===== src/sv/mcde_pkg.sv =====
// Shared constants for the memory copy DMA engine.
// No dependencies; used by the channel interfaces and the top level.
package mcde_pkg;

    // Width of the word count in a copy command and in the poll value.
    localparam int COUNT_W = 16;

endpackage


===== src/sv/mcde_if.sv =====
// Channel interfaces of the memory copy DMA engine: one tick request in,
// one memory request result out. Depends on mcde_pkg for the count width.

// One clock tick of the memory port seen by the engine.
interface mcde_tick_if #(
    parameter int ADDR_WIDTH = 16,
    parameter int DATA_WIDTH = 32
);
    logic                          valid;
    logic                          ready;
    logic                          cpu_mem_busy;
    logic                          cmd_valid;
    logic [ADDR_WIDTH-1:0]         cmd_source;
    logic [ADDR_WIDTH-1:0]         cmd_dest;
    logic [mcde_pkg::COUNT_W-1:0]  cmd_count;
    logic [DATA_WIDTH-1:0]         read_data;

    modport source (
        output valid, cpu_mem_busy, cmd_valid, cmd_source, cmd_dest, cmd_count,
               read_data,
        input  ready
    );
    modport sink (
        input  valid, cpu_mem_busy, cmd_valid, cmd_source, cmd_dest, cmd_count,
               read_data,
        output ready
    );
endinterface

// Memory requests and poll value produced for one tick.
interface mcde_result_if #(
    parameter int ADDR_WIDTH = 16,
    parameter int DATA_WIDTH = 32
);
    logic                          valid;
    logic                          ready;
    logic                          mem_read;
    logic [ADDR_WIDTH-1:0]         mem_read_addr;
    logic                          mem_write;
    logic [ADDR_WIDTH-1:0]         mem_write_addr;
    logic [DATA_WIDTH-1:0]         mem_write_data;
    logic [mcde_pkg::COUNT_W-1:0]  words_left;

    modport source (
        output valid, mem_read, mem_read_addr, mem_write, mem_write_addr,
               mem_write_data, words_left,
        input  ready
    );
    modport sink (
        input  valid, mem_read, mem_read_addr, mem_write, mem_write_addr,
               mem_write_data, words_left,
        output ready
    );
endinterface


===== src/sv/memory_copy_dma_engine_unit.sv =====
// Memory copy DMA engine: an accepted tick request has its result in the output
// register in the next cycle; throughput is one tick per cycle.
// A tick is accepted while the output register is empty or drains that cycle,
// so only a result held by a downstream stall holds off the next tick.
// Reset (synchronous, i_rst_n low) clears pointers, count, held word, the
// read/write phase flags and the output valid. Depends on mcde_pkg and mcde_if.sv.
module memory_copy_dma_engine_unit #(
    parameter int ADDR_WIDTH = 16,
    parameter int DATA_WIDTH = 32
) (
    input  logic          i_clk,
    input  logic          i_rst_n,
    mcde_tick_if.sink     i_tick,
    mcde_result_if.source o_res
);

    localparam int CW = mcde_pkg::COUNT_W;

    // Engine state.
    logic [ADDR_WIDTH-1:0] r_src, n_src;
    logic [ADDR_WIDTH-1:0] r_dst, n_dst;
    logic [CW-1:0]         r_cnt, n_cnt;
    logic [DATA_WIDTH-1:0] r_held, n_held;
    logic                  r_rd_out, n_rd_out;
    logic                  r_wr_pend, n_wr_pend;

    // Output register.
    logic                  r_out_valid;
    logic                  r_mem_read;
    logic [ADDR_WIDTH-1:0] r_mem_read_addr;
    logic                  r_mem_write;
    logic [ADDR_WIDTH-1:0] r_mem_write_addr;
    logic [DATA_WIDTH-1:0] r_mem_write_data;
    logic [CW-1:0]         r_words_left;

    logic tick_acc;
    logic do_read;
    logic do_write;

    // Accept a tick when the result slot is free or drains this cycle.
    assign i_tick.ready = !r_out_valid || o_res.ready;
    assign tick_acc     = i_tick.valid && i_tick.ready;

    // Read only when the port is free and idle between words; write whenever a word is held and the port is free.
    assign do_read  = !i_tick.cpu_mem_busy && (r_cnt != '0) && !r_rd_out && !r_wr_pend;
    assign do_write = !i_tick.cpu_mem_busy && r_wr_pend;

    // Next state for one tick.
    always_comb begin
        n_src     = r_src;
        n_dst     = r_dst;
        n_cnt     = r_cnt;
        n_held    = r_held;
        n_rd_out  = 1'b0;
        n_wr_pend = r_wr_pend;

        // A command is taken only with no copy in progress and the port free.
        if (i_tick.cmd_valid && !i_tick.cpu_mem_busy && (r_cnt == '0)) begin
            n_src = i_tick.cmd_source;
            n_dst = i_tick.cmd_dest;
            n_cnt = i_tick.cmd_count;
        end

        if (do_read) begin
            n_src    = r_src + ADDR_WIDTH'(1);
            n_rd_out = 1'b1;
        end

        // Data of last tick's read has returned, even if the processor is busy.
        if (r_rd_out) begin
            n_held    = i_tick.read_data;
            n_wr_pend = 1'b1;
        end

        if (do_write) begin
            n_dst     = r_dst + ADDR_WIDTH'(1);
            n_cnt     = r_cnt - CW'(1);
            n_wr_pend = 1'b0;
        end
    end

    // State registers advance once per accepted tick.
    always_ff @(posedge i_clk) begin
        if (!i_rst_n) begin
            r_src     <= '0;
            r_dst     <= '0;
            r_cnt     <= '0;
            r_held    <= '0;
            r_rd_out  <= 1'b0;
            r_wr_pend <= 1'b0;
        end else if (tick_acc) begin
            r_src     <= n_src;
            r_dst     <= n_dst;
            r_cnt     <= n_cnt;
            r_held    <= n_held;
            r_rd_out  <= n_rd_out;
            r_wr_pend <= n_wr_pend;
        end
    end

    // Output valid flag.
    always_ff @(posedge i_clk) begin
        if (!i_rst_n) begin
            r_out_valid <= 1'b0;
        end else if (tick_acc) begin
            r_out_valid <= 1'b1;
        end else if (o_res.ready) begin
            r_out_valid <= 1'b0;
        end
    end

    // Output payload; unused request fields read as zero.
    always_ff @(posedge i_clk) begin
        if (tick_acc) begin
            r_mem_read       <= do_read;
            r_mem_read_addr  <= do_read ? r_src : '0;
            r_mem_write      <= do_write;
            r_mem_write_addr <= do_write ? r_dst : '0;
            r_mem_write_data <= do_write ? r_held : '0;
            r_words_left     <= r_cnt;
        end
    end

    assign o_res.valid          = r_out_valid;
    assign o_res.mem_read       = r_mem_read;
    assign o_res.mem_read_addr  = r_mem_read_addr;
    assign o_res.mem_write      = r_mem_write;
    assign o_res.mem_write_addr = r_mem_write_addr;
    assign o_res.mem_write_data = r_mem_write_data;
    assign o_res.words_left     = r_words_left;

    // A read and a write are never requested in the same tick.
    a_rd_wr_excl: assert property (@(posedge i_clk) disable iff (!i_rst_n)
        r_out_valid |-> !(r_mem_read && r_mem_write))
        else $error("read and write requested in one tick");

    // The word phases never overlap.
    a_phase_excl: assert property (@(posedge i_clk) disable iff (!i_rst_n)
        !(r_rd_out && r_wr_pend))
        else $error("read outstanding while a write is pending");

    // A word in flight always belongs to a copy with words left.
    a_cnt_nonzero: assert property (@(posedge i_clk) disable iff (!i_rst_n)
        (r_rd_out || r_wr_pend) |-> (r_cnt != '0))
        else $error("word in flight with zero count");

    // Each write retires exactly one word.
    a_cnt_dec: assert property (@(posedge i_clk) disable iff (!i_rst_n)
        (tick_acc && do_write) |=> (r_cnt == $past(r_cnt) - CW'(1)))
        else $error("count not decremented on write");

endmodule


===== src/flat_wrapper.sv =====
// flat-port wrapper written by rule: the top's interface ports become plain ports
module memory_copy_dma_engine_unit_flat 
#(
    parameter int ADDR_WIDTH = 16,
    parameter int DATA_WIDTH = 32
)
  (i_clk, i_rst_n, i_tick_valid, i_tick_cpu_mem_busy, i_tick_cmd_valid, i_tick_cmd_source, i_tick_cmd_dest, i_tick_cmd_count, i_tick_read_data, i_tick_ready, o_res_valid, o_res_mem_read, o_res_mem_read_addr, o_res_mem_write, o_res_mem_write_addr, o_res_mem_write_data, o_res_words_left, o_res_ready);
  mcde_tick_if #(.ADDR_WIDTH(ADDR_WIDTH), .DATA_WIDTH(DATA_WIDTH)) i_tick_i ();
  mcde_result_if #(.ADDR_WIDTH(ADDR_WIDTH), .DATA_WIDTH(DATA_WIDTH)) o_res_i ();
  input  logic i_clk;
  input  logic i_rst_n;
  input wire logic [$bits(i_tick_i.valid)-1:0] i_tick_valid;
  input wire logic [$bits(i_tick_i.cpu_mem_busy)-1:0] i_tick_cpu_mem_busy;
  input wire logic [$bits(i_tick_i.cmd_valid)-1:0] i_tick_cmd_valid;
  input wire logic [$bits(i_tick_i.cmd_source)-1:0] i_tick_cmd_source;
  input wire logic [$bits(i_tick_i.cmd_dest)-1:0] i_tick_cmd_dest;
  input wire logic [$bits(i_tick_i.cmd_count)-1:0] i_tick_cmd_count;
  input wire logic [$bits(i_tick_i.read_data)-1:0] i_tick_read_data;
  output wire logic [$bits(i_tick_i.ready)-1:0] i_tick_ready;
  output wire logic [$bits(o_res_i.valid)-1:0] o_res_valid;
  output wire logic [$bits(o_res_i.mem_read)-1:0] o_res_mem_read;
  output wire logic [$bits(o_res_i.mem_read_addr)-1:0] o_res_mem_read_addr;
  output wire logic [$bits(o_res_i.mem_write)-1:0] o_res_mem_write;
  output wire logic [$bits(o_res_i.mem_write_addr)-1:0] o_res_mem_write_addr;
  output wire logic [$bits(o_res_i.mem_write_data)-1:0] o_res_mem_write_data;
  output wire logic [$bits(o_res_i.words_left)-1:0] o_res_words_left;
  input wire logic [$bits(o_res_i.ready)-1:0] o_res_ready;
  assign i_tick_i.valid = i_tick_valid;
  assign i_tick_i.cpu_mem_busy = i_tick_cpu_mem_busy;
  assign i_tick_i.cmd_valid = i_tick_cmd_valid;
  assign i_tick_i.cmd_source = i_tick_cmd_source;
  assign i_tick_i.cmd_dest = i_tick_cmd_dest;
  assign i_tick_i.cmd_count = i_tick_cmd_count;
  assign i_tick_i.read_data = i_tick_read_data;
  assign i_tick_ready = i_tick_i.ready;
  assign o_res_valid = o_res_i.valid;
  assign o_res_mem_read = o_res_i.mem_read;
  assign o_res_mem_read_addr = o_res_i.mem_read_addr;
  assign o_res_mem_write = o_res_i.mem_write;
  assign o_res_mem_write_addr = o_res_i.mem_write_addr;
  assign o_res_mem_write_data = o_res_i.mem_write_data;
  assign o_res_words_left = o_res_i.words_left;
  assign o_res_i.ready = o_res_ready;
  memory_copy_dma_engine_unit #(.ADDR_WIDTH(ADDR_WIDTH), .DATA_WIDTH(DATA_WIDTH)) u_core (.i_clk(i_clk), .i_rst_n(i_rst_n), .i_tick(i_tick_i), .o_res(o_res_i));
endmodule

===== config.mk =====
export PLATFORM = sky130hd
export DESIGN_NAME = memory_copy_dma_engine_unit_flat
export DESIGN_NICKNAME = d
export VERILOG_FILES = /design/src/sv/mcde_pkg.sv /design/src/sv/mcde_if.sv /design/src/sv/memory_copy_dma_engine_unit.sv /design/src/flat_wrapper.sv
export SDC_FILE = /design/constraint.sdc
export NUM_CORES = 1
export LEC_CHECK = 0
export BUFFER_PORTS_ARGS = -buffer_cell sky130_fd_sc_hd__buf_2
export CAP_MARGIN = 5
export CORE_AREA = 2 2 177 109
export CTS_BUF_LIST = sky130_fd_sc_hd__clkbuf_8
export DETAILED_ROUTE_END_ITERATION = 8
export DIE_AREA = 0 0 179 111
export SLEW_MARGIN = 40
export SYNTH_ARGS = -nofsm -noshare
export SYNTH_HDL_FRONTEND = slang
export SYNTH_SLANG_ARGS = --single-unit

===== constraint.sdc =====
create_clock -name i_clk -period 4.3 [get_ports i_clk]
set_clock_uncertainty 0.1 [all_clocks]
set_input_delay 0.215 -clock i_clk [delete_from_list [all_inputs] [get_ports i_clk]]
set_output_delay 0.215 -clock i_clk [all_outputs]
set_load 0.02 [all_outputs]

# == Word level (Yosys, flattened, before mapping) ==
# Index checks and enable logic that the tools add are counted.
# word_totals
reg_bits,165
in_bits,86
output_inout_bits,84
word_cells,49
# op_classes
add_sub_neg,3
muxes,11
reduce_logical,22
# ops
operator,n
$mux W16,6
$add A16 B1 Y16 const B,2
$logic_not A16 Y1,1
$reduce_bool A16 Y1,1
$sub A16 B1 Y16 const B,1
$reduce_and A2 Y1,4
$reduce_bool A2 Y1,4
$logic_and A1 B1 Y1,7
$mux W1,5
$logic_not A1 Y1,4
$logic_or A1 B1 Y1,1

# == Logic depth before layout (Yosys ltp) ==
# Gate-level depths: netlist (run 1).
# logic_depth
word_depth,6
depth_mapped,9
depth_no_buf,7

# == Worst setup path before layout (run 1) ==
# Ideal clock, no wire load.
# synth_timing
kind,flip-flop to flip-flop
startpoint,register u_core.r_out_valid (netlist: u_core.o_res.valid)
endpoint,register u_core.r_cnt[1]
setup_ns,0.078
arrival_ns,3.973
required_time_ns,4.122
path_slack_ns,0.149
stages_incl_launch_ff,7
path_buffers,1
synth_period_minus_slack_ns,4.151
path_cell_list,dfxtp_1 -> nand2b_1 -> nand2_1 -> clkinv_1 -> clkbuf_1 -> o2111ai_1 -> a21oi_1
# synth_between
elab_chain_cells,4
# synth_lines
element,line_no,text
start: declaration,memory_copy_dma_engine_unit.sv:28,logic r_out_valid;
start signal: assignment,memory_copy_dma_engine_unit.sv:104,r_out_valid <= 1'b0;
start signal: assignment,memory_copy_dma_engine_unit.sv:106,r_out_valid <= 1'b1;
start signal: assignment,memory_copy_dma_engine_unit.sv:108,r_out_valid <= 1'b0;
$logic_not A1 Y1,memory_copy_dma_engine_unit.sv:41,assign i_tick.ready = !r_out_valid || o_res.ready;
$logic_or A1 B1 Y1,memory_copy_dma_engine_unit.sv:41,
net i_tick_ready,flat_wrapper.sv:19,output wire logic [$bits(i_tick_i.ready)-1:0] i_tick_ready;
$logic_and A1 B1 Y1,memory_copy_dma_engine_unit.sv:42,assign tick_acc = i_tick.valid && i_tick.ready;
net u_core.tick_acc,memory_copy_dma_engine_unit.sv:36,logic tick_acc;
$reduce_and A2 Y1 (no source line),--,
end signal: assignment,memory_copy_dma_engine_unit.sv:94,r_cnt <= n_cnt;
end: declaration,memory_copy_dma_engine_unit.sv:22,"logic [CW-1:0] r_cnt, n_cnt;"
# The timed path passes the listed nets, and every way through them passes these cells.
# A chain may end at the register's enable or synchronous reset.

# == Worst setup path after layout (run 1) ==
# layout_timing
startpoint,register u_core.r_cnt[0]
endpoint,register u_core.r_dst[5]
# layout_between
elab_chain_cells,4
# layout_lines
element,line_no,text
$logic_not A16 Y1,memory_copy_dma_engine_unit.sv:58,if (i_tick.cmd_valid && !i_tick.cpu_mem_busy && (r_cnt == '0)) begin
$logic_and A1 B1 Y1,memory_copy_dma_engine_unit.sv:58,
$reduce_bool A2 Y1 (no source line),--,
$reduce_and A2 Y1 (no source line),--,
end signal: assignment,memory_copy_dma_engine_unit.sv:93,r_dst <= n_dst;
end: declaration,memory_copy_dma_engine_unit.sv:21,"logic [ADDR_WIDTH-1:0] r_dst, n_dst;"
# No other way between the ends.

==> results.cfg, run 1 <==
[sta]
fmax_ghz = 0.2952
final_max_slew_viol_count = 0
setup_viol = 0
hold_viol = 0
worst_pin_slew_ps = 746.9
worst_slack_ps = 912.2
timing.hold.ws_ps = 16.81
fin_crit_ps = 3388
fin_crit_sh = 0.7879
rsz0062_at_grt = false
setup_tns_ps = 0
slew_headroom = 0.5009

[cts]
cts-root-buf = clkbuf_8
path_clk_slew_ps = 100
clock_sink_count = 165
cts_tree = built
cts_made_buffers = 17
clockBufferDepth = 2
ctsHtreeMaxLevel = 4
insertion_delay_ps = 460

[global_routing]
overflow = 0
grt_pass1_vias = 5679
grt_first_pass_wirelength_um = 30620
met2_usage = 0.2782
met3_usage = 0.03875
grt_usage = 0.1975
grt.busiest_layer = met1
grt_max_degree = 68
grt_use_met1 = 0.3068
antenna_found_initial = 0

[logic_synthesis]
netlist_instances = 720
synth.top_cells.by_area = edfxtp_1 34%, dfxtp_1 23%, nand2_1 6.0%, and2_1 5.7%, a21oi_1 4.0%
synthSimpleGateAreaFrac = 0.2029
synth_area_sq_mm = 0.007191
synth.avg_cell_area_sq_um = 9.987
seq_area_frac_synth = 0.5735
synth_nets = 809
synth_top_family_by_area = simple AND/OR/NAND/NOR gates
synth_xor_area_frac = 0
synth_edf_count = 82
synth_common_cells = 115 x nand2_1, 83 x dfxtp_1, 82 x edfxtp_1
synth.yosys.warnings = 0
synth_cell_types = 58
synth-seq-cells = 165
synthMuxAreaShare = 0.01966
ys.flop_type = dfxtp_1
async_reset_ff_frac = 0
yosysMostFrequentCell = nand2_1
synth_top_cell_area_share = 0.3424
synth-compound-area-share = 0.1627
synth_area_leader_cell = edfxtp_1
synth_adder_area_share = 0.005220

[drt]
routed-via-count = 6140
drt_wl_total_um = 19370
postRouteAntennaNets = 0
routedWlPerCell_um = 16.39
via_per_inst = 5.195
drc = 0
drtIter0Drc = 688
drt-pass1-iter-count = 5

[floorplanning]
die_h_um = 111
die-area_sq_mm = 0.01987
num_rows = 39
die_w_um = 179
core-area_sq_mm = 0.01849
initial_core_util = 0.3888
io_pins = 170

[pwr]
p_switching_mw = 1.071
p_int_mw = 2.450
pwr-share-comb = 0.162
p_leak_nw = 3.602
pwr-share-clk = 0.327
p_seq_frac = 0.512
p_sw_frac = 0.3042
power_density_mw_per_mm2 = 381.9
max-vdd-ir-drop_mv = 0.1543
p_total_mw = 3.520

[worst_hold_path]
hold_depth = 3
hp-class = primary input to flop
min_from = i_tick_cmd_count[0]
hold_path_end = u_core.r_cnt[0]$_SDFFE_PN0P_

[critical_path]
r2r-start = u_core.r_cnt[0]$_SDFFE_PN0P_
critPathMaxFanout = 17
worst_path_max_delay_cell = or3b_2
worstSetupPathType = flop to flop
crit_required_ps = 4550
crit_family = simple AND/OR/NAND/NOR gates
cp-start-kind = flop
startpoint = u_core.r_cnt[0]$_SDFFE_PN0P_
max_stage_delay_ps = 600
r2r_cells = 7
reg2reg_setup_slack_ps = 910
crit_buf_inv = 1
timing.rr.end = u_core.r_dst[5]$_SDFFE_PN0P_
worstPathArrival_ps = 3640
end_kind = flop
crit_chain = inv_1, ha_1, or3b_2, nor2_1, a21o_1, nand2_1, o221a_2

[run_status]
outcome = complete, no violations

[placed_design]
io_buffers = 169
place_area_sq_mm = 0.008222
hpwl_um = 12500
dpl_worst_slack_ps = 987.5
gp_congestion = 0.7950

[layout]
areaGrowthSynthToFinish_pct = 28.19
fillers = 1759
fin_area_sq_mm = 0.009218
diodes = 0
final_nets = 1012
layout-drive-gt1-share = 0.2415

[job]
max-cap-violations = 0
## what timing repair did
item	4_1_cts	5_1_grt
endpoints found under the hold margin	58	0
hold buffers	58	0
buffers inserted	0	0
resized for setup	0	0
## cell families after synthesis
logic type / Yosys count
AND/OR/NAND/NOR: 293
flip-flops: 165
adder cells (fa/ha/maj): 3
multiplexers: 14
AO/OA/AOI/OAI: 179
buffers and inverters: 66
## cell type report
type,count,area (sq um),area share
clock inverter,14,158.9,0.01724
sequential,165,4124,0.4474
tap,246,307.8,0.03339
multi-input combinational,489,2824,0.3064
timing repair buffer,237,1501,0.1629
inverter,13,53.80,0.005837
clock buffer,18,247.7,0.02688
## worst reg2reg max path, delay by kind of cell (launching register included)
family          cells  cell delay (ps)
simple gates        3             1540
compound gates      2             1020
flops               1              340
fa+ha+maj           1              190
buf+inv             1              100
## cells in the final DEF, fill, tap and decap left out, types with 7 or more instances in the layout
cell             n
mux2i_1         13
dfxtp_1         83
buf_4           10
nand3_1         27
a21oi_1         56
o31ai_1         18
nor2_1          24
inv_1           10
nand2_1        115
a22oi_1          7
o21ai_0         26
and3_1           9
o311ai_0         7
clkbuf_8        18
edfxtp_1        82
o22ai_1         13
and2_1          66
buf_2          169
nor3_1          22
dlygate4sd3_1   58
## power by group through the flow
stage / registers (mW) / logic [mW] / clock network [mW]
detailed placement: 1.84 / 0.521 / 0
CTS: 1.80 / 0.564 / 1.18
global route: 1.81 / 0.624 / 1.25
global placement: 1.84 / 0.519 / 0
floorplan: 1.88 / 0.303 / 0
finish: 1.80 / 0.569 / 1.15
## registers in the layout, indices dropped and copies added, names as in the netlist
name,cells
u_core.o_res.mem_write,1
u_core.r_src,16
u_core.r_cnt,16
u_core.o_res.mem_write_addr,16
u_core.o_res.words_left,16
u_core.r_held,32
u_core.o_res.mem_read_addr,16
u_core.r_wr_pend,1
u_core.o_res.valid,1
u_core.r_dst,16
u_core.o_res.mem_write_data,32
u_core.o_res.mem_read,1
u_core.r_rd_out,1
## per-layer routing
layer  vias to the layer above  wire [um]
met2                       213       8177
met1                      2873       9778
met3                        16       1209
li1                       3038          -
met4                         0        208
met5                         -          0
## how the worst max path moves through the flow
stage                     slack (ps)  depth (start not counted)                            to
final                            910                          7  u_core.r_dst[5]$_SDFFE_PN0P_
after global routing             710                          7  u_core.r_dst[5]$_SDFFE_PN0P_
after CTS                        970                          7  u_core.r_dst[5]$_SDFFE_PN0P_
after detailed placement         990                          7  u_core.r_dst[5]$_SDFFE_PN0P_
after floorplan                  150                          6  u_core.r_cnt[1]$_SDFFE_PN0P_
after global placement          1050                          5  u_core.r_dst[5]$_SDFFE_PN0P_
## through the flow
stage | cells | util
2_1_floorplan | 720 | -
3_3_place_gp | 1092 | 0.4444
4_1_cts | 1182 | 0.4979
6_report | 1182 | 0.4984
3_5_place_dp | 1092 | 0.4446
5_1_grt | 1182 | 0.4984
Power figures use the tool's default switching activity.
==> inputs of run 2 (changes only) <==
- clock period: 4.3 -> 2.8 ns (I/O delays scaled with it)
==> run 2 against run 1 <==
- hold slack improved by 36 ps
- power up 59%
- fmax increased by 26%
- largest power group unchanged
- highest routed layer unchanged
==> results.cfg, run 2 (synthesis gave the netlist of run 1 again) <==
[run_status]
outcome = complete, no violations

[placed_design]
hpwl_um = 12990
dpl_worst_slack_ps = 158.5
place_area_sq_mm = 0.008335
gp_congestion = 0.8066
io_buffers = 169

[floorplanning]
die_w_um = 179
io_pins = 170
core-area_sq_mm = 0.01849
die_h_um = 111
die-area_sq_mm = 0.01987
num_rows = 39
initial_core_util = 0.3888

[drt]
top_layer = met4
drt-pass1-iter-count = 4
drtIter0Drc = 689
postRouteAntennaNets = 0
drt_wl_total_um = 19960
routedWlPerCell_um = 16.40
wl_met2_um = 8858
via_per_inst = 5.175
wl_met3_um = 1041
routed-via-count = 6298
drc = 0
wl_met1_um = 9905

[layout]
layout.cells.most_common = buf_2
final_nets = 1047
final_util = 0.5174
areaGrowthSynthToFinish_pct = 33.06
fin_area_sq_mm = 0.009568
layout-drive-gt1-share = 0.2472
final_cell_mix = 169 x buf_2, 115 x nand2_1, 83 x dfxtp_1, 82 x edfxtp_1, 78 x dlygate4sd3_1
diodes = 0

[sta]
fin_crit_sh = 0.9602
setup_viol = 0
rsz0062_at_grt = false
fmax_ghz = 0.3719
setup_tns_ps = 0
final_max_slew_viol_count = 0
slew_headroom = 0.5714
fin_crit_ps = 2689
worst_pin_slew_ps = 642.9
worst_slack_ps = 111.4
hold_viol = 0

[cts]
cts_tree = built
path_clk_slew_ps = 90
cts_made_buffers = 17
clock_sink_count = 165
cts-root-buf = clkbuf_8
insertion_delay_ps = 460
clockBufferDepth = 2
ctsHtreeMaxLevel = 4

[critical_path]
reg2reg_setup_slack_ps = 110
worst_path_max_delay_cell = or4_1
crit_required_ps = 3030
critPathMostFrequentCell = or4_1
max_stage_delay_ps = 710
end_kind = flop
cp-start-kind = flop
crit_chain = or4_1, or4_1, o41a_1, o311ai_1, o31ai_1
worstSetupPathType = flop to flop
worstPathArrival_ps = 2920
critPathMaxFanout = 8

[pwr]
power_density_mw_per_mm2 = 584.9
p_leak_nw = 3.774
p_total_mw = 5.596
max-vdd-ir-drop_mv = 0.3215

[global_routing]
grt_first_pass_wirelength_um = 31350
grt_usage = 0.2031
antenna_found_initial = 0
grt_pass1_vias = 5840
grt_max_degree = 67
overflow = 0

[worst_hold_path]
hp-class = primary input to flop

[job]
max-cap-violations = 0
==> run 2: changes by cell type in the layout (fill, tap and decap cells not counted), moves of 2 or more <==
cell	change
bufinv_16	+2
nor4_2	-2
dlygate4sd3_1	+20
buf_4	+14
inv_8	-3
==> run 2: through the flow <==
step / hold WS [ps] / instances
2_1_floorplan: 176.0 / 720
3_3_place_gp: 282.6 / 1106
3_5_place_dp: 286.0 / 1106
4_1_cts: 29.04 / 1216
5_1_grt: 76.98 / 1217
6_report: 52.82 / 1217
==> run 2: timing repair <==
action / 4_1_cts / 5_1_grt
setup endpoints to repair: 0 / 8
endpoints found under the hold margin: 78 / 0
hold buffers: 78 / 0
setup buffers: 0 / 1
gates resized for setup: 0 / 3
==> run 2: where the power goes <==
group / total (mW) / switching, mW / internal, mW
registers: 2.77 / 0.0970 / 2.67
logic: 0.959 / 0.573 / 0.386
clock network: 1.87 / 0.965 / 0.907
==> run 2: critical path, delay by kind of cell, from the launching register on <==
family          cells  cell delay (ps)
simple gates        2             1380
compound gates      3              720
flops               1              380
==> run 2: per-layer routing <==
| layer | vias to the layer above | GRT usage |
|---|---|---|
| met5 | - | 0 |
| met1 | 2994 | 0.3008 |
| met4 | 0 | 0.05420 |
| met3 | 16 | 0.04150 |
| met2 | 173 | 0.3005 |
| li1 | 3115 | - |
==> run 2: final timing paths <==
path,start,endpoint,cells after the start
setup / recovery,u_core.r_cnt[4]$_SDFFE_PN0P_,u_core.r_cnt[13]$_SDFFE_PN0P_,5
hold / removal,i_tick_cmd_dest[13],u_core.r_dst[13]$_SDFFE_PN0P_,3
setup reg to reg,u_core.r_cnt[4]$_SDFFE_PN0P_,u_core.r_cnt[13]$_SDFFE_PN0P_,5
hold reg to reg,u_core.r_held[21]$_SDFFE_PN0P_,u_core.r_held[21]$_SDFFE_PN0P_,2
==> run 2: area by class of cell <==
| type | instances | area (sq um) |
|---|---|---|
| clock buffers | 17 | 234.0 |
| clock inverters | 15 | 197.7 |
| fillers | 1696 | 8926 |
| inverters | 13 | 51.30 |
| multi-input cells | 489 | 2826 |
| flip-flops and latches | 165 | 4124 |
| well taps | 246 | 307.8 |
| repair buffers | 272 | 1827 |
